--- src/hdl/rgbd_pkg.sv ---
// Package for the RGB-to-mono ordered dither block.
// Holds tile and queue sizes, luma weights, register indexes and shared types.
// No dependencies.
package rgbd_pkg;

    // Dither tile edge; the phases count 0 .. TILE_SIZE-1 (range 2 to 8).
    localparam int TILE_SIZE = 3;
    localparam int PHASE_W   = $clog2(TILE_SIZE);
    localparam int PHASE_MAX_W = 3;

    localparam int PIX_W = 8;
    localparam int THR_W = 8;
    localparam int ROW_W = 3 * THR_W;
    localparam int CFG_IDX_W = 2;

    localparam logic [CFG_IDX_W-1:0] REG_THR_ROW0 = 2'd0;
    localparam logic [CFG_IDX_W-1:0] REG_THR_ROW1 = 2'd1;
    localparam logic [CFG_IDX_W-1:0] REG_THR_ROW2 = 2'd2;

    localparam logic [ROW_W-1:0] THR_ROW0_RST = 24'h39FF1C;
    localparam logic [ROW_W-1:0] THR_ROW1_RST = 24'hE3718E;
    localparam logic [ROW_W-1:0] THR_ROW2_RST = 24'h55C6AA;

    // Luma weights in Q0.16; they sum to exactly 65536.
    localparam int PROD_W = 24;
    localparam logic [PROD_W-1:0] WEIGHT_R = 24'd19595;
    localparam logic [PROD_W-1:0] WEIGHT_G = 24'd38470;
    localparam logic [PROD_W-1:0] WEIGHT_B = 24'd7471;

    localparam logic [PIX_W-1:0] LEVEL_WHITE = 8'd255;
    localparam logic [PIX_W-1:0] LEVEL_BLACK = 8'd0;

    localparam int QUEUE_DEPTH = 4;
    localparam int QUEUE_AW    = $clog2(QUEUE_DEPTH);

    // One classified pixel on its way from the front end to the datapath.
    typedef struct packed {
        logic [PIX_W-1:0] red;
        logic [PIX_W-1:0] green;
        logic [PIX_W-1:0] blue;
        logic [THR_W-1:0] threshold;
        logic             line_end;
    } t_item;

    typedef logic [1:0] t_mod3;

    // Phase modulo three; the phase never exceeds seven.
    function automatic t_mod3 phase_mod3(input logic [PHASE_MAX_W-1:0] p);
        t_mod3 m;
        case (p)
            3'd0, 3'd3, 3'd6: m = 2'd0;
            3'd1, 3'd4, 3'd7: m = 2'd1;
            default:          m = 2'd2;
        endcase
        return m;
    endfunction

endpackage

--- src/hdl/rgbd_queue.sv ---
// Short first-word-fall-through queue between the front end and the datapath.
// Depends on rgbd_pkg.
module rgbd_queue
    import rgbd_pkg::*;
(
    input  logic  i_clk,
    input  logic  i_rst_n,
    input  logic  i_push,
    output logic  o_space,
    input  t_item i_item,
    output logic  o_valid,
    input  logic  i_pop,
    output t_item o_item
);

    t_item                 r_mem [QUEUE_DEPTH];
    logic [QUEUE_AW-1:0]   r_wr_ptr, r_rd_ptr;
    logic [QUEUE_AW:0]     r_count, n_count;
    logic                  do_push, do_pop;

    assign o_space = (r_count != (QUEUE_AW + 1)'(QUEUE_DEPTH));
    assign o_valid = (r_count != '0);
    assign do_push = i_push && o_space;
    assign do_pop  = i_pop && o_valid;
    assign o_item  = r_mem[r_rd_ptr];

    always_comb begin
        n_count = r_count;
        case ({do_push, do_pop})
            2'b10:   n_count = r_count + 1'b1;
            2'b01:   n_count = r_count - 1'b1;
            default: n_count = r_count;
        endcase
    end

    always_ff @(posedge i_clk) begin
        if (!i_rst_n) begin
            r_wr_ptr <= '0;
            r_rd_ptr <= '0;
            r_count  <= '0;
        end else begin
            r_count <= n_count;
            if (do_push) begin
                r_wr_ptr <= r_wr_ptr + 1'b1;
            end
            if (do_pop) begin
                r_rd_ptr <= r_rd_ptr + 1'b1;
            end
        end
    end

    always_ff @(posedge i_clk) begin
        if (do_push) begin
            r_mem[r_wr_ptr] <= i_item;
        end
    end

endmodule

--- config.mk ---
export PLATFORM = sky130hd
export DESIGN_NAME = rgbd_queue
export DESIGN_NICKNAME = d
export VERILOG_FILES = /design/src/hdl/rgbd_pkg.sv /design/src/hdl/rgbd_queue.sv
export SDC_FILE = /design/constraint.sdc
export NUM_CORES = 1
export LEC_CHECK = 0
export BUFFER_PORTS_ARGS = -buffer_cell sky130_fd_sc_hd__clkbuf_2
export CAP_MARGIN = 20
export CORE_MARGIN = 2
export CORE_UTILIZATION = 51
export CTS_CLUSTER_SIZE = 28
export DETAILED_ROUTE_END_ITERATION = 7
export PLACE_DENSITY = 0.84
export SLEW_MARGIN = 10
export SYNTH_ARGS = -nofsm -noshare
export SYNTH_HDL_FRONTEND = slang
export SYNTH_SLANG_ARGS = --single-unit
--- constraint.sdc ---
create_clock -name i_clk -period 2.35 [get_ports i_clk]
set_clock_uncertainty 0.2 [all_clocks]
set_input_delay 0.235 -clock i_clk [delete_from_list [all_inputs] [get_ports i_clk]]
set_output_delay 0.235 -clock i_clk [all_outputs]
set_load 0.03 [all_outputs]
==> summary.txt <==
cts bufs inserted: 17
drt drc: 0
post-synth top area cell: edfxtp_1
critical path, cell by cell: buf_12 -> mux4_1 -> clkbuf_2
antenna fix cells: 0
vias: 2603
Synth Register Bits: 141
Total GRT Usage: 0.171
dpl cell area: 5870 µm²
RSZ-0062 raised after global routing: false
area of the multi-input gates: 1060 µm²
Ys Warns: 0
first-pass GRT wire length: 13800 µm
crit start category: register
CTS tree: built
cell count after synthesis: 225
final WL: 8910 µm
antenna violations before repair: 0
Buffers on Ports: 71
register area: 4160 µm²
H-tree Lvls: 4
Slew headroom: 0.784
Critical Path RT: 1.91 ns
Setup Crit Path Kind: reg -> out
dominant synthesized flop cell: edfxtp_1
slowest cell on the critical path: mux4_1
Unique masters post-synth: 24
min Tclk post-route: 2.27 ns
number of iterations in the first detailed-routing pass: 5
Die Ht: 106 µm
Pwr Density: 1130 nW/µm²
clock sink count: 141
final hold viol count: 0
Remaining Overflow, GRT: 0
Post-synth EDFFs: 132
Worst Path Arrival: 1.83 ns
RR Endpoint: r_count[2]$_SDFFE_PN0P_
reg2reg setup slack: 0.13 ns
post-synthesis sequential area ratio: 0.782
Max Freq: 441 MHz
leakage: 2.39 nW
outcome: finished, final reports clean
RR Startpoint: r_count[0]$_SDFFE_PN0P_
Final HPWL DP: 5420 µm
Buffers & Inverters on Critical Path: 2
post-DR vias/cell: 5.19
Ports: 72
Pins Over Slew Limit: 0
Max stage delay on crit path: 0.55 ns
Worst Hold End: r_mem[1][29]$_DFFE_PP_
worst-path maximum fanout: 16
FFs w/ async S/R, synth: 0
Final nets: 397
core area: 10200 µm²
vias in the first global route: 2721
crit end category: output pin
count leader, synth: edfxtp_1
layout cell share with drive strength beyond 1: 0.418
fillers: 684
Top delay family on crit path: multiplexers
CTS max path bufs: 2
Final GP Congestion: 0.679
Post-Syn Area per Cell: 23.6 µm²
hold wc startpoint: i_item[29]
largest net degree at the start of global routing: 34
post-layout instance area: 6810 µm²
Starting Density: 0.521
share of the synthesized area in the top cell type: 0.748
commonest cells in the netlist: edfxtp_1 (132), mux4_2 (30), dfxtp_1 (9)
Hold Path Depth: 2
die width: 106 µm
post-DR wirelength/cell: 17.8 µm
Tcrit/Tclk final: 0.965
Worst Tran Pin Value: 0.324 ns
final-report setup violation count: 0
row count: 37
Final TNS setup: 0 ns
max cap viols: 0
Max IR drop VDD: 0.000571 V
post-route ant nets: 0
Clk pin slew, worst setup/hold paths: 0.06 ns
root buffer cell: clkbuf_8
latest clock arrival within the worst-skew pair: 0.51 ns
syn_nets: 268
worst min path class: in -> reg
synthesized cell area: 5300 µm²
iteration-0 DRC count of the detailed router: 110
die area: 11200 µm²
R2R cell count: 9
Layout area overhead: 28.5%
top cells by area, synth: edfxtp_1 (75%), mux4_2 (13%), dfxtp_1 (3.4%)
[cells by family after synthesis]
logic type / after synthesis / synth area share
flip-flops: 141 / 0.782
adder cells (fa/ha/maj): 6 / 0.0156
multiplexers: 35 / 0.146
buffers and inverters: 15 / 0.0219
XOR/XNOR: 4 / 0.00661
AO/OA/AOI/OAI: 6 / 0.0102
AND/OR/NAND/NOR: 18 / 0.0179
[per-stage QoR]
stage	setup slack [ns]	hold slack, ns	total power (W)	cells	utilization
floorplan	0.151	0.134	0.00475	225	-
global placement	0.191	0.248	0.00521	433	0.576
detailed placement	0.0193	0.255	0.00525	433	0.576
CTS	0.00101	0.258	0.00776	502	0.667
global route	0.0108	0.273	0.00800	502	0.669
finish	0.0824	0.280	0.00770	502	0.669
[layer usage]
metal,routed length (µm),vias to the layer above,global-route usage
met5,0,-,0
met4,182,0,0.0789
met3,359,18,0.0521
met2,4670,76,0.289
met1,3710,1319,0.201
li1,-,1190,-
[timing repair]
| item | in CTS | in global routing |
|---|---|---|
| setup buffers | 2 | 0 |
| gates resized for setup | 1 | 9 |
| hold buffers | 36 | 0 |
| pin swaps | 0 | 1 |
| endpoints found under the setup margin | 27 | 11 |
| hold endpoints to repair | 141 | 0 |
[how the worst max path moves through the flow]
stage / to / depth (start not counted) / slack (ns)
6_report: o_item[23] / 3 / 0.08
5_1_grt: o_item[23] / 3 / 0.01
4_1_cts: r_count[2]$_SDFFE_PN0P_ / 9 / 0.001
3_5_place_dp: r_count[2]$_SDFFE_PN0P_ / 9 / 0.02
3_3_place_gp: r_count[2]$_SDFFE_PN0P_ / 9 / 0.19
2_1_floorplan: r_mem[1][0]$_DFFE_PP_ / 3 / 0.15
[report_power, final]
part           leakage (nW)  switching, W  internal (W)  total (W)
logic                 0.841       0.00122      0.000885    0.00210
registers              1.29      0.000130       0.00304    0.00317
clock network         0.261      0.000934       0.00149    0.00242
total                  2.39       0.00228       0.00542    0.00770
[registers in the layout, summed over array words and instances, names as in the netlist, named ones only]
register,flops
r_mem,132
r_rd_ptr,2
r_wr_ptr,2
r_count,3
[cell usage in the layout, fill, tap and decap left out]
cell type	n
a21boi_1	1
a21boi_4	1
and2_1	3
and2_2	4
buf_12	4
buf_2	1
buf_4	8
bufinv_16	2
clkbuf_1	2
clkbuf_16	16
clkbuf_2	70
clkbuf_8	1
clkinv_1	1
clkinv_2	4
clkinv_4	2
clkinvlp_4	3
dfxtp_1	4
dfxtp_2	3
dfxtp_4	2
dlygate4sd3_1	36
edfxtp_1	132
fa_1	1
ha_1	5
inv_1	6
mux2i_1	2
mux4_1	3
mux4_2	30
nand2_1	6
nor2_4	1
nor2b_1	2
o21ai_0	2
o311ai_2	1
o31a_1	1
or3_1	2
xnor2_1	3
xor2_1	1
[final cells by class]
cell class	instances	area share
Sequential cell	141	0.610
Multi-Input combinational cell	69	0.156
Timing Repair Buffer	119	0.126
Clock buffer	19	0.0619
Tap cell	136	0.0250
Clock inverter	12	0.0182
Inverter	6	0.00331
Note: power is estimated with default switching activity, not from simulation.
