File: src/hdl/rgbd_pkg.sv
// Package for the RGB-to-mono ordered dither block.
// Holds tile and queue sizes, luma weights, register indexes and shared types.
// No dependencies.
package rgbd_pkg;

    // Dither tile edge; the phases count 0 .. TILE_SIZE-1 (range 2 to 8).
    localparam int TILE_SIZE = 3;
    localparam int PHASE_W   = $clog2(TILE_SIZE);
    localparam int PHASE_MAX_W = 3;

    localparam int PIX_W = 8;
    localparam int THR_W = 8;
    localparam int ROW_W = 3 * THR_W;
    localparam int CFG_IDX_W = 2;

    localparam logic [CFG_IDX_W-1:0] REG_THR_ROW0 = 2'd0;
    localparam logic [CFG_IDX_W-1:0] REG_THR_ROW1 = 2'd1;
    localparam logic [CFG_IDX_W-1:0] REG_THR_ROW2 = 2'd2;

    localparam logic [ROW_W-1:0] THR_ROW0_RST = 24'h39FF1C;
    localparam logic [ROW_W-1:0] THR_ROW1_RST = 24'hE3718E;
    localparam logic [ROW_W-1:0] THR_ROW2_RST = 24'h55C6AA;

    // Luma weights in Q0.16; they sum to exactly 65536.
    localparam int PROD_W = 24;
    localparam logic [PROD_W-1:0] WEIGHT_R = 24'd19595;
    localparam logic [PROD_W-1:0] WEIGHT_G = 24'd38470;
    localparam logic [PROD_W-1:0] WEIGHT_B = 24'd7471;

    localparam logic [PIX_W-1:0] LEVEL_WHITE = 8'd255;
    localparam logic [PIX_W-1:0] LEVEL_BLACK = 8'd0;

    localparam int QUEUE_DEPTH = 4;
    localparam int QUEUE_AW    = $clog2(QUEUE_DEPTH);

    // One classified pixel on its way from the front end to the datapath.
    typedef struct packed {
        logic [PIX_W-1:0] red;
        logic [PIX_W-1:0] green;
        logic [PIX_W-1:0] blue;
        logic [THR_W-1:0] threshold;
        logic             line_end;
    } t_item;

    typedef logic [1:0] t_mod3;

    // Phase modulo three; the phase never exceeds seven.
    function automatic t_mod3 phase_mod3(input logic [PHASE_MAX_W-1:0] p);
        t_mod3 m;
        case (p)
            3'd0, 3'd3, 3'd6: m = 2'd0;
            3'd1, 3'd4, 3'd7: m = 2'd1;
            default:          m = 2'd2;
        endcase
        return m;
    endfunction

endpackage

File: src/hdl/rgbd_back.sv
// Datapath: weighted products, then luma sum, threshold compare and output register.
// Depends on rgbd_pkg.
module rgbd_back
    import rgbd_pkg::*;
(
    input  logic             i_clk,
    input  logic             i_rst_n,
    input  logic             i_valid,
    output logic             o_pop,
    input  t_item            i_item,
    output logic             o_valid,
    input  logic             i_ready,
    output logic [PIX_W-1:0] o_mono_level,
    output logic             o_line_end_out
);

    logic              r_a_valid;
    logic [PROD_W-1:0] r_prod_r, r_prod_g, r_prod_b;
    logic [THR_W-1:0]  r_a_thr;
    logic              r_a_line_end;
    logic              r_out_valid;
    logic [PIX_W-1:0]  r_out_level;
    logic              r_out_line_end;
    logic              out_ready, a_ready, a_load;
    logic [PROD_W-1:0] luma_sum;
    logic [PIX_W-1:0]  luma;

    assign out_ready = !r_out_valid || i_ready;
    assign a_ready   = !r_a_valid || out_ready;
    assign a_load    = i_valid && a_ready;
    assign o_pop     = a_load;

    always_ff @(posedge i_clk) begin
        if (!i_rst_n) begin
            r_a_valid <= 1'b0;
        end else if (a_ready) begin
            r_a_valid <= i_valid;
        end
    end

    always_ff @(posedge i_clk) begin
        if (a_load) begin
            r_prod_r     <= PROD_W'(i_item.red) * WEIGHT_R;
            r_prod_g     <= PROD_W'(i_item.green) * WEIGHT_G;
            r_prod_b     <= PROD_W'(i_item.blue) * WEIGHT_B;
            r_a_thr      <= i_item.threshold;
            r_a_line_end <= i_item.line_end;
        end
    end

    // The weights sum to 65536, so the sum never leaves 24 bits.
    assign luma_sum = r_prod_r + r_prod_g + r_prod_b;
    assign luma     = luma_sum[PROD_W-1:PROD_W-PIX_W];

    always_ff @(posedge i_clk) begin
        if (!i_rst_n) begin
            r_out_valid <= 1'b0;
        end else if (out_ready) begin
            r_out_valid <= r_a_valid;
        end
    end

    always_ff @(posedge i_clk) begin
        if (out_ready && r_a_valid) begin
            r_out_level    <= (luma > r_a_thr) ? LEVEL_WHITE : LEVEL_BLACK;
            r_out_line_end <= r_a_line_end;
        end
    end

    assign o_valid        = r_out_valid;
    assign o_mono_level   = r_out_level;
    assign o_line_end_out = r_out_line_end;

endmodule

File: config.mk
export PLATFORM = sky130hd
export DESIGN_NAME = rgbd_back
export DESIGN_NICKNAME = d
export VERILOG_FILES = /design/src/hdl/rgbd_pkg.sv /design/src/hdl/rgbd_back.sv
export SDC_FILE = /design/constraint.sdc
export NUM_CORES = 1
export LEC_CHECK = 0
export BUFFER_PORTS_ARGS = -buffer_cell sky130_fd_sc_hd__buf_2
export CORE_ASPECT_RATIO = 0.6
export CORE_UTILIZATION = 58
export CTS_CLUSTER_DIAMETER = 200
export DETAILED_ROUTE_END_ITERATION = 8
export PLACE_DENSITY = 0.84
export SYNTH_ARGS = -nofsm -noshare
export SYNTH_HDL_FRONTEND = slang
export SYNTH_SLANG_ARGS = --single-unit
File: constraint.sdc
create_clock -name i_clk -period 7.3 [get_ports i_clk]
set_input_delay 1.095 -clock i_clk [delete_from_list [all_inputs] [get_ports i_clk]]
set_output_delay 1.095 -clock i_clk [all_outputs]
set_load 0.1 [all_outputs]
==> results_dict.tcl <==
set metrics [dict create \
    syn_area_um2 9563 \
    ys_seq_elements 80 \
    design_area_um2 10380 \
    cts-resized-gates 0 \
    power_uw 4396 \
    status "completed" \
    ctsHoldBuffers 0 \
    rows 35 \
    cts_htree_levels 3 \
    die-area_um2 17020 \
    synth.mux.area_fraction_pct 0.1047 \
    vdd_ir_drop_max_mv 0.2675 \
    first_pass_iters 8 \
    critPathMaxFanout 7 \
    synth_xor_area_share_pct 4.854 \
    synth_top_family_by_area "adder cells" \
    vias 6625 \
    viasPerCell 5.791 \
    seq_area_frac_synth_pct 24.91 \
    syn_inst 886 \
    tns_ps 0 \
    leakage_uw 0.005249 \
    drc_errors 0 \
    grt_pass1_wl_um 33500 \
    area_growth_pct 8.570 \
    synth_adder_area_share_pct 44.77 \
    max_freq_ghz 0.1990 \
    async_reset_ff_share_pct 0 \
    fin_crit_sh_pct 68.85 \
    slew_violations 0 \
    drtIter0Drc 555 \
    antenna_found_initial 0 \
    max_cap_violations 0 \
    drive_above_1_share_pct 8.714 \
    crit_required_ps 7400 \
    layout.nets 1266 \
    num_io_pins 48 \
    clk_pin_slew_ps 60 \
    min-delay-path-class "reg2reg" \
    drt_wl_total_um 20110 \
    critPathArrivalTime_ps 5120 \
    grt_max_degree 77 \
    gr-total-overflow 0 \
    fin_hold_ws_ps 433.6 \
    fin_worst_skew_ps 6.324 \
    fin_crit_ps 5026 \
    diodes 0 \
    synth_cell_type_count 55 \
    wire_per_inst_um 17.58 \
    synth_nets 1216 \
    die_width_um 167.8 \
    finalSetupViolCount 0 \
    cp-start-kind "input port" \
    yosys.area_share.simple_pct 5.796 \
    synth_ff_type "edfxtp_1" \
    post-cts-setup-buffers 0 \
    cts_tree "yes" \
    dpl-instance-area_um2 10010 \
    root_buffer "clkbuf_16" \
    hold_viol 0 \
    postSynthAreaPerCell_um2 10.79 \
    clock_latency_ps 340 \
    grt_pass1_vias 6670 \
    die_h_um 101.5 \
    routabilityCongestion 0.9202 \
    n_fill_cell 1202 \
    path_class "in2reg" \
    maxSlewHeadroom_pct 33.71 \
    end_kind "flip-flop" \
    dp_hpwl_um 16690 \
    synth_edf_count 78 \
    synth_compound_area_share_pct 12.65 \
    ys.warnings.count 0 \
    worst_pin_slew_ps 994.4 \
    gr-usage-all-layers_pct 25.60 \
    cts.sink_count 80 \
    coreArea_um2 15720 \
    start_util_pct 60.83 \
    cts_max_path_buffers 2 \
    io_buffers 47 \
    antenna_left 0 \
    rsz0062_at_grt "false" \
    final_util_pct 66.04 \
    power_density_nw_per_um2 423.4 \
    cts_buffers 9 \
]
[report_power, final]
group | switching, uW | leakage (uW) | internal (uW)
combinational | 1740 | 0.00429 | 1260
clock | 186 | 0.000180 | 379
sequential | 95.6 | 0.000778 | 741
total | 2020 | 0.00525 | 2380
[worst max-delay path: stages]
cell and delay, ps:
buf_2 180, inv_1 70, ha_1 360, fa_1 540, inv_1 60, fa_1 490
inv_1 60, fa_1 520, inv_1 40, ha_1 370, nand3_1 110, or2_2 300
nor3_1 210, o21ai_0 160, a21oi_1 270, mux2i_1 210, nand2_1 60
[placed cells by master (no fill, tap or decap), drive strengths merged, types with 6 or more instances in the layout]
cell type / count
nor2b: 9
a21oi: 59
edfxtp: 78
xor2: 17
clkbuf: 11
nor2: 25
buf: 48
inv: 160
ha: 211
o21ai: 33
nand2b: 6
nand2: 22
nand3: 8
xnor2: 36
nor3: 14
a211oi: 8
nand4: 7
fa: 82
a21o: 28
o21bai: 11
[synth_stat cells (all sizes together), types with 2 or more instances]
library cell / instances / area share [%]
ha: 211 / 28
inv: 160 / 6.3
fa: 82 / 17
edfxtp: 78 / 24
a21oi: 59 / 3.2
xnor2: 36 / 3.3
o21ai: 33 / 1.7
a21o: 28 / 2.2
nor2: 25 / 1.0
nand2: 22 / 0.86
xor2: 17 / 1.6
nor3: 14 / 0.73
o21bai: 11 / 0.86
nor2b: 9 / 0.59
a211oi: 8 / 0.63
nand3: 8 / 0.42
buf: 7 / 0.55
nand4: 7 / 0.46
nand2b: 6 / 0.39
a31oi: 5 / 0.33
o21a: 5 / 0.39
or2: 5 / 0.33
a31o: 4 / 0.37
o211a: 4 / 0.42
o31ai: 4 / 0.46
and3: 3 / 0.20
nand4b: 3 / 0.27
o211ai: 3 / 0.24
o31a: 3 / 0.27
or3: 3 / 0.20
a21boi: 2 / 0.16
and4: 2 / 0.18
clkbuf: 2 / 0.079
dfxtp: 2 / 0.42
[layer usage]
layer	routed length [um]	up-vias	track usage (%)
met5	0	-	0
met4	182	0	4.234
met3	1423	15	5.784
met2	8317	213	38.17
met1	10190	3195	38.55
li1	-	3202	-
[logic make-up (layout without fill, tap and decap cells)]
kind of cell	after synthesis	after routing
AND/OR/NAND/NOR	109	109
AO/OA/AOI/OAI	181	181
adder cells (fa/ha/maj)	293	293
buffers and inverters	169	224
flip-flops	80	80
multiplexers	1	1
XOR/XNOR	53	53
[stage by stage]
stage,worst slack (ps),std cells
global route,1986,1144
global placement,2116,1128
finish,2274,1144
detailed placement,1961,1128
CTS,2276,1144
floorplan,60.81,886
[sequential cells by signal, indices dropped and copies added (netlist names), 8 cells and up]
name	flops
r_prod_r	23
r_prod_b	21
r_prod_g	23
r_a_thr	8
[cell type report]
cell class,instances,area (um2),area share [%]
Inverter,160,600.6,5.785
Sequential cell,80,2382,22.95
Timing Repair Buffer,48,242.7,2.338
Clock buffer,11,242.7,2.338
Multi-Input combinational cell,637,6531,62.91
Clock inverter,5,128.9,1.241
Tap cell,203,254.0,2.446
[final timing paths]
kind	start	to	slack (ps)	cells after the start
max	i_item[23]	r_prod_g[22]$_DFFE_PP_	2270	17
max reg2reg	r_prod_r[13]$_DFFE_PP_	o_mono_level[6]$_DFFE_PP_	3270	14
min reg2reg	r_a_line_end$_DFFE_PP_	o_line_end_out$_DFFE_PP_	430	0
min	r_a_line_end$_DFFE_PP_	o_line_end_out$_DFFE_PP_	430	0
(Power assumes the default switching activity.)
