## src/hdl/rgbd_pkg.sv

```systemverilog
// Package for the RGB-to-mono ordered dither block.
// Holds tile and queue sizes, luma weights, register indexes and shared types.
// No dependencies.
package rgbd_pkg;

    // Dither tile edge; the phases count 0 .. TILE_SIZE-1 (range 2 to 8).
    localparam int TILE_SIZE = 3;
    localparam int PHASE_W   = $clog2(TILE_SIZE);
    localparam int PHASE_MAX_W = 3;

    localparam int PIX_W = 8;
    localparam int THR_W = 8;
    localparam int ROW_W = 3 * THR_W;
    localparam int CFG_IDX_W = 2;

    localparam logic [CFG_IDX_W-1:0] REG_THR_ROW0 = 2'd0;
    localparam logic [CFG_IDX_W-1:0] REG_THR_ROW1 = 2'd1;
    localparam logic [CFG_IDX_W-1:0] REG_THR_ROW2 = 2'd2;

    localparam logic [ROW_W-1:0] THR_ROW0_RST = 24'h39FF1C;
    localparam logic [ROW_W-1:0] THR_ROW1_RST = 24'hE3718E;
    localparam logic [ROW_W-1:0] THR_ROW2_RST = 24'h55C6AA;

    // Luma weights in Q0.16; they sum to exactly 65536.
    localparam int PROD_W = 24;
    localparam logic [PROD_W-1:0] WEIGHT_R = 24'd19595;
    localparam logic [PROD_W-1:0] WEIGHT_G = 24'd38470;
    localparam logic [PROD_W-1:0] WEIGHT_B = 24'd7471;

    localparam logic [PIX_W-1:0] LEVEL_WHITE = 8'd255;
    localparam logic [PIX_W-1:0] LEVEL_BLACK = 8'd0;

    localparam int QUEUE_DEPTH = 4;
    localparam int QUEUE_AW    = $clog2(QUEUE_DEPTH);

    // One classified pixel on its way from the front end to the datapath.
    typedef struct packed {
        logic [PIX_W-1:0] red;
        logic [PIX_W-1:0] green;
        logic [PIX_W-1:0] blue;
        logic [THR_W-1:0] threshold;
        logic             line_end;
    } t_item;

    typedef logic [1:0] t_mod3;

    // Phase modulo three; the phase never exceeds seven.
    function automatic t_mod3 phase_mod3(input logic [PHASE_MAX_W-1:0] p);
        t_mod3 m;
        case (p)
            3'd0, 3'd3, 3'd6: m = 2'd0;
            3'd1, 3'd4, 3'd7: m = 2'd1;
            default:          m = 2'd2;
        endcase
        return m;
    endfunction

endpackage

```

## src/hdl/rgbd_front.sv

```systemverilog
// Front end: threshold registers, tile phase counters and threshold lookup.
// Depends on rgbd_pkg.
module rgbd_front
    import rgbd_pkg::*;
(
    input  logic                 i_clk,
    input  logic                 i_rst_n,
    input  logic                 i_cfg_we,
    input  logic [CFG_IDX_W-1:0] i_cfg_idx,
    input  logic [ROW_W-1:0]     i_cfg_data,
    input  logic                 i_valid,
    output logic                 o_ready,
    input  logic [PIX_W-1:0]     i_red,
    input  logic [PIX_W-1:0]     i_green,
    input  logic [PIX_W-1:0]     i_blue,
    input  logic                 i_frame_start,
    input  logic                 i_line_end,
    output logic                 o_push,
    input  logic                 i_space,
    output t_item                o_item
);

    logic [ROW_W-1:0]   r_thr_row0, r_thr_row1, r_thr_row2;
    logic [PHASE_W-1:0] r_col, r_row, n_col, n_row;
    logic [PHASE_W-1:0] cur_col, cur_row;
    logic [ROW_W-1:0]   sel_row;
    logic [THR_W-1:0]   sel_thr;
    logic               accept;

    assign o_ready = i_space;
    assign accept  = i_valid && i_space;
    assign o_push  = accept;

    always_ff @(posedge i_clk) begin
        if (!i_rst_n) begin
            r_thr_row0 <= THR_ROW0_RST;
            r_thr_row1 <= THR_ROW1_RST;
            r_thr_row2 <= THR_ROW2_RST;
        end else if (i_cfg_we) begin
            unique case (i_cfg_idx)
                REG_THR_ROW0: r_thr_row0 <= i_cfg_data;
                REG_THR_ROW1: r_thr_row1 <= i_cfg_data;
                REG_THR_ROW2: r_thr_row2 <= i_cfg_data;
                default: ;
            endcase
        end
    end

    // A frame start clears both phases before this pixel uses them.
    assign cur_col = i_frame_start ? '0 : r_col;
    assign cur_row = i_frame_start ? '0 : r_row;

    always_comb begin
        unique case (phase_mod3(PHASE_MAX_W'(cur_row)))
            2'd1:    sel_row = r_thr_row1;
            2'd2:    sel_row = r_thr_row2;
            default: sel_row = r_thr_row0;
        endcase
        unique case (phase_mod3(PHASE_MAX_W'(cur_col)))
            2'd1:    sel_thr = sel_row[2*THR_W-1:THR_W];
            2'd2:    sel_thr = sel_row[3*THR_W-1:2*THR_W];
            default: sel_thr = sel_row[THR_W-1:0];
        endcase
    end

    always_comb begin
        n_col = r_col;
        n_row = r_row;
        if (accept) begin
            if (i_line_end) begin
                n_col = '0;
                n_row = (cur_row == PHASE_W'(TILE_SIZE - 1)) ? '0 : cur_row + 1'b1;
            end else begin
                n_col = (cur_col == PHASE_W'(TILE_SIZE - 1)) ? '0 : cur_col + 1'b1;
                n_row = cur_row;
            end
        end
    end

    always_ff @(posedge i_clk) begin
        if (!i_rst_n) begin
            r_col <= '0;
            r_row <= '0;
        end else begin
            r_col <= n_col;
            r_row <= n_row;
        end
    end

    assign o_item.red       = i_red;
    assign o_item.green     = i_green;
    assign o_item.blue      = i_blue;
    assign o_item.threshold = sel_thr;
    assign o_item.line_end  = i_line_end;

endmodule

```

## config.mk

```make
export PLATFORM = sky130hd
export DESIGN_NAME = rgbd_front
export DESIGN_NICKNAME = d
export VERILOG_FILES = /design/src/hdl/rgbd_pkg.sv /design/src/hdl/rgbd_front.sv
export SDC_FILE = /design/constraint.sdc
export NUM_CORES = 1
export LEC_CHECK = 0
export ABC_AREA = 1
export BUFFER_PORTS_ARGS = -buffer_cell sky130_fd_sc_hd__buf_4
export CAP_MARGIN = 40
export CORE_UTILIZATION = 40
export CTS_BUF_LIST = sky130_fd_sc_hd__clkbuf_8
export DETAILED_ROUTE_END_ITERATION = 16
export PLACE_DENSITY_LB_ADDON = 0.08
export SKIP_CTS_REPAIR_TIMING = 1
export SYNTH_ARGS = -nofsm -noshare
export SYNTH_HDL_FRONTEND = slang
export SYNTH_SLANG_ARGS = --single-unit
```

## constraint.sdc

```tcl
create_clock -name i_clk -period 2.7 [get_ports i_clk]
set_input_delay 0.135 -clock i_clk [delete_from_list [all_inputs] [get_ports i_clk]]
set_output_delay 0.135 -clock i_clk [all_outputs]
set_load 0.02 [all_outputs]
```

==> run summary <==
===========================================================================================
Core area                                                                          8850 µm²
Final critical-path required period                                                 2.50 ns
Setup skew after layout                                                         0.000823 ns
Routed WL per cell                                                                  15.0 µm
Maximum number of pins on one net before global-route repair                             76
Total Routed Length                                                                 9930 µm
Largest buffer count on any clock path                                                    2
Maximum net fanout on the critical path                                                  23
Site Rows                                                                                34
Crit end category                                                              primary output
R2r startpoint                                                                     r_row[0]
Worst hold path class                                                          input port to register
Number of pins exceeding their max-slew limit in the final report                         0
Capture endpoint of the worst hold path                                        r_thr_row0[13]
H-tree lvl count                                                                          3
Worst Max-Slew Pin Slew                                                            0.717 ns
Count of maximum capacitance violations                                                   0
Area growth, synth to finish                                                          11.2%
Critical path data arrival time                                                     2.37 ns
Class of the most critical setup path                                          register to primary output
Count of cell types in the netlist                                                       18
Warning count from the yosys run                                                          0
Depth of the worst register-to-register path                                              5
Post-Synthesis Cell Area                                                           3720 µm²
Share of cells above drive strength 1                                                 0.133
Total nets after synthesis                                                              605
Number of placed I/O pins                                                                92
Count of vias placed by the detailed router                                            3320
Die Y-Extent                                                                        98.4 µm
Hold Crit Depth                                                                           3
Via count normalized by instance count                                                 5.01
Chip width                                                                          98.4 µm
Sum of negative setup slack                                                            0 ns
Flop and latch count out of synthesis                                                    76
Number of endpoints failing setup at the final stage                                      0
End of the worst register-to-register path                                         r_row[1]
Cell count after synthesis                                                              540
Ordered cell list for the critical path                                        nand2_1 -> inv_1 -> ha_1 -> inv_2 -> buf_12 -> nand3_1 -> nand2_1 -> nand2_1 -> nand2_1 -> nand2_1 -> buf_4
Total clock buffers created by CTS                                                        9
Number of fill cells                                                                    967
Total count of hold-check failures in the final report                                    0
Total half-perimeter wirelength after legalization and detailed placement           6170 µm
Setup crit start kind                                                              register
Starting density of the core                                                          0.420
Outcome                                                                        complete, but fails checks
Antenna violations before repair                                                          0
Overall fraction of global-route tracks in use                                        0.215
Multi-input gate area in the final layout                                          1730 µm²
Largest stage delay, worst path                                                     0.44 ns
Share of the cycle needed by the critical path after routing                          0.926
Power density over the cells                                                     604 nW/µm²
Total of buffers placed on input and output ports                                        43
Leakage Power                                                                       1.90 nW
Cell at the root of the clock tree                                             sky130_fd_sc_hd__clkbuf_8
Hold Slack                                                                       0.00864 ns
CTS Sinks                                                                                76
Final weighted congestion of routability-driven global placement                      0.786
Vias in the first global route                                                         3112
First-pass iteration count of the detailed router                                        14
Layout net count                                                                        615
Wire length of the first global-routing pass                                       16000 µm
Failing checks                                                                          DRC
CTS tree                                                                              built
Required time at the worst-slack endpoint                                           2.57 ns
Worst ir drop on vdd                                                                 281 µV
GRT overflow                                                                              0
Number of design-rule violations left by the first detailed-router iteration            173
Final antenna-violating net count                                                         0
Worst Hold Launch                                                              i_cfg_data[13]
Crit-path most repeated cell                                                   sky130_fd_sc_hd__nand2_1
Worst slew margin                                                                     0.522
Clock transition at path regs                                                       0.09 ns
Register area                                                                      1520 µm²
Unrepaired setup endpoints after global routing                                       false
Part of the Yosys area used for sequential elements                                   0.409
Remaining routing DRC violations                                                          9
Clock Latency Late Sink                                                             0.35 ns
Antenna diodes                                                                            0
Reg2Reg Setup Slack                                                                 1.66 ns
Crit-path slowest cell                                                         sky130_fd_sc_hd__ha_1
F_max                                                                               400 MHz
Full die area                                                                      9690 µm²
Syn_area_per_cell                                                                  6.89 µm²
===========================================================================================
## Yosys cell counts, drive strengths merged
master  instances  area (µm²)
ha              8         100
dfxtp          76        1520
nor2           77         304
o21ai          34         170
buf            49         358
nand2         175         664
a21oi          17        85.1
inv            23        86.3
clkbuf          7        26.3
nand3          61         305
o211ai         13        97.6
## cells in the final DEF (no fill, tap or decap), drive strengths merged
master	n
dlygate4sd3	5
ha	8
a21oi	17
inv	24
o21ai	34
buf	50
o211ai	13
clkinvlp	2
clkbuf	9
nor2	77
dfxtp	76
bufinv	2
nand3	61
clkinv	2
nand2	175
## critical path, delay by kind of cell, from the launching register on
family | cells | cell delay, ns
fa+ha+maj | 1 | 0.44
simple gates | 6 | 0.47
buf+inv | 4 | 0.78
flops | 1 | 0.32
## routing by layer
layer / vias to the layer above / track usage / wire length [µm]
met3: 17 / 0.0454 / 523
li1: 1714 / - / -
met5: - / 0 / 0
met1: 1502 / 0.298 / 4920
met2: 87 / 0.327 / 4310
met4: 0 / 0.0884 / 170
## worst max-delay path by stage
stage	from	to	slack, ns
floorplan	r_row[0]	o_item[2]	1.08
global placement	r_row[0]	o_item[3]	0.61
detailed placement	i_frame_start	o_item[5]	0.56
CTS	r_row[0]	o_item[5]	0.17
global route	r_row[0]	o_item[8]	0.01
finish	r_row[0]	o_item[3]	0.20
## flip-flops by register name, indices dropped and copies added, names as in the netlist
signal,flops
r_col,2
r_row,2
r_thr_row0,24
r_thr_row1,24
r_thr_row2,24
## per-stage QoR
stage / utilization / cells / setup WS (ns) / power, mW / area [µm²]
final: 0.467 / 663 / 0.200 / 2.50 / 4140
after CTS: 0.462 / 658 / 0.166 / 2.52 / 4090
after global routing: 0.467 / 663 / 0.0112 / 2.63 / 4140
after floorplan: - / 540 / 1.08 / 1.49 / 3720
after global placement: 0.437 / 642 / 0.610 / 1.56 / 3870
after detailed placement: 0.437 / 642 / 0.559 / 1.57 / 3870
## kinds of logic after synthesis
family,Yosys count,synth area share
AND/OR/NAND/NOR,313,0.343
buffers and inverters,79,0.127
flip-flops,76,0.409
adder cells (fa/ha/maj),8,0.0269
AO/OA/AOI/OAI,64,0.0949
## power breakdown
group / total, mW / switching, mW / internal [mW] / leakage (nW)
combinational: 0.337 / 0.202 / 0.135 / 1.17
sequential: 1.21 / 0.0298 / 1.18 / 0.624
clock: 0.952 / 0.435 / 0.517 / 0.107
total: 2.50 / 0.666 / 1.83 / 1.90
## final cells by class
cell class	count	area share
Clock inverter	7	0.0224
Timing Repair Buffer	55	0.109
Inverter	23	0.0209
Clock buffer	9	0.0299
Multi-Input combinational cell	385	0.417
Tap cell	108	0.0327
Sequential cell	76	0.368
Power figures use the tool's default switching activity.
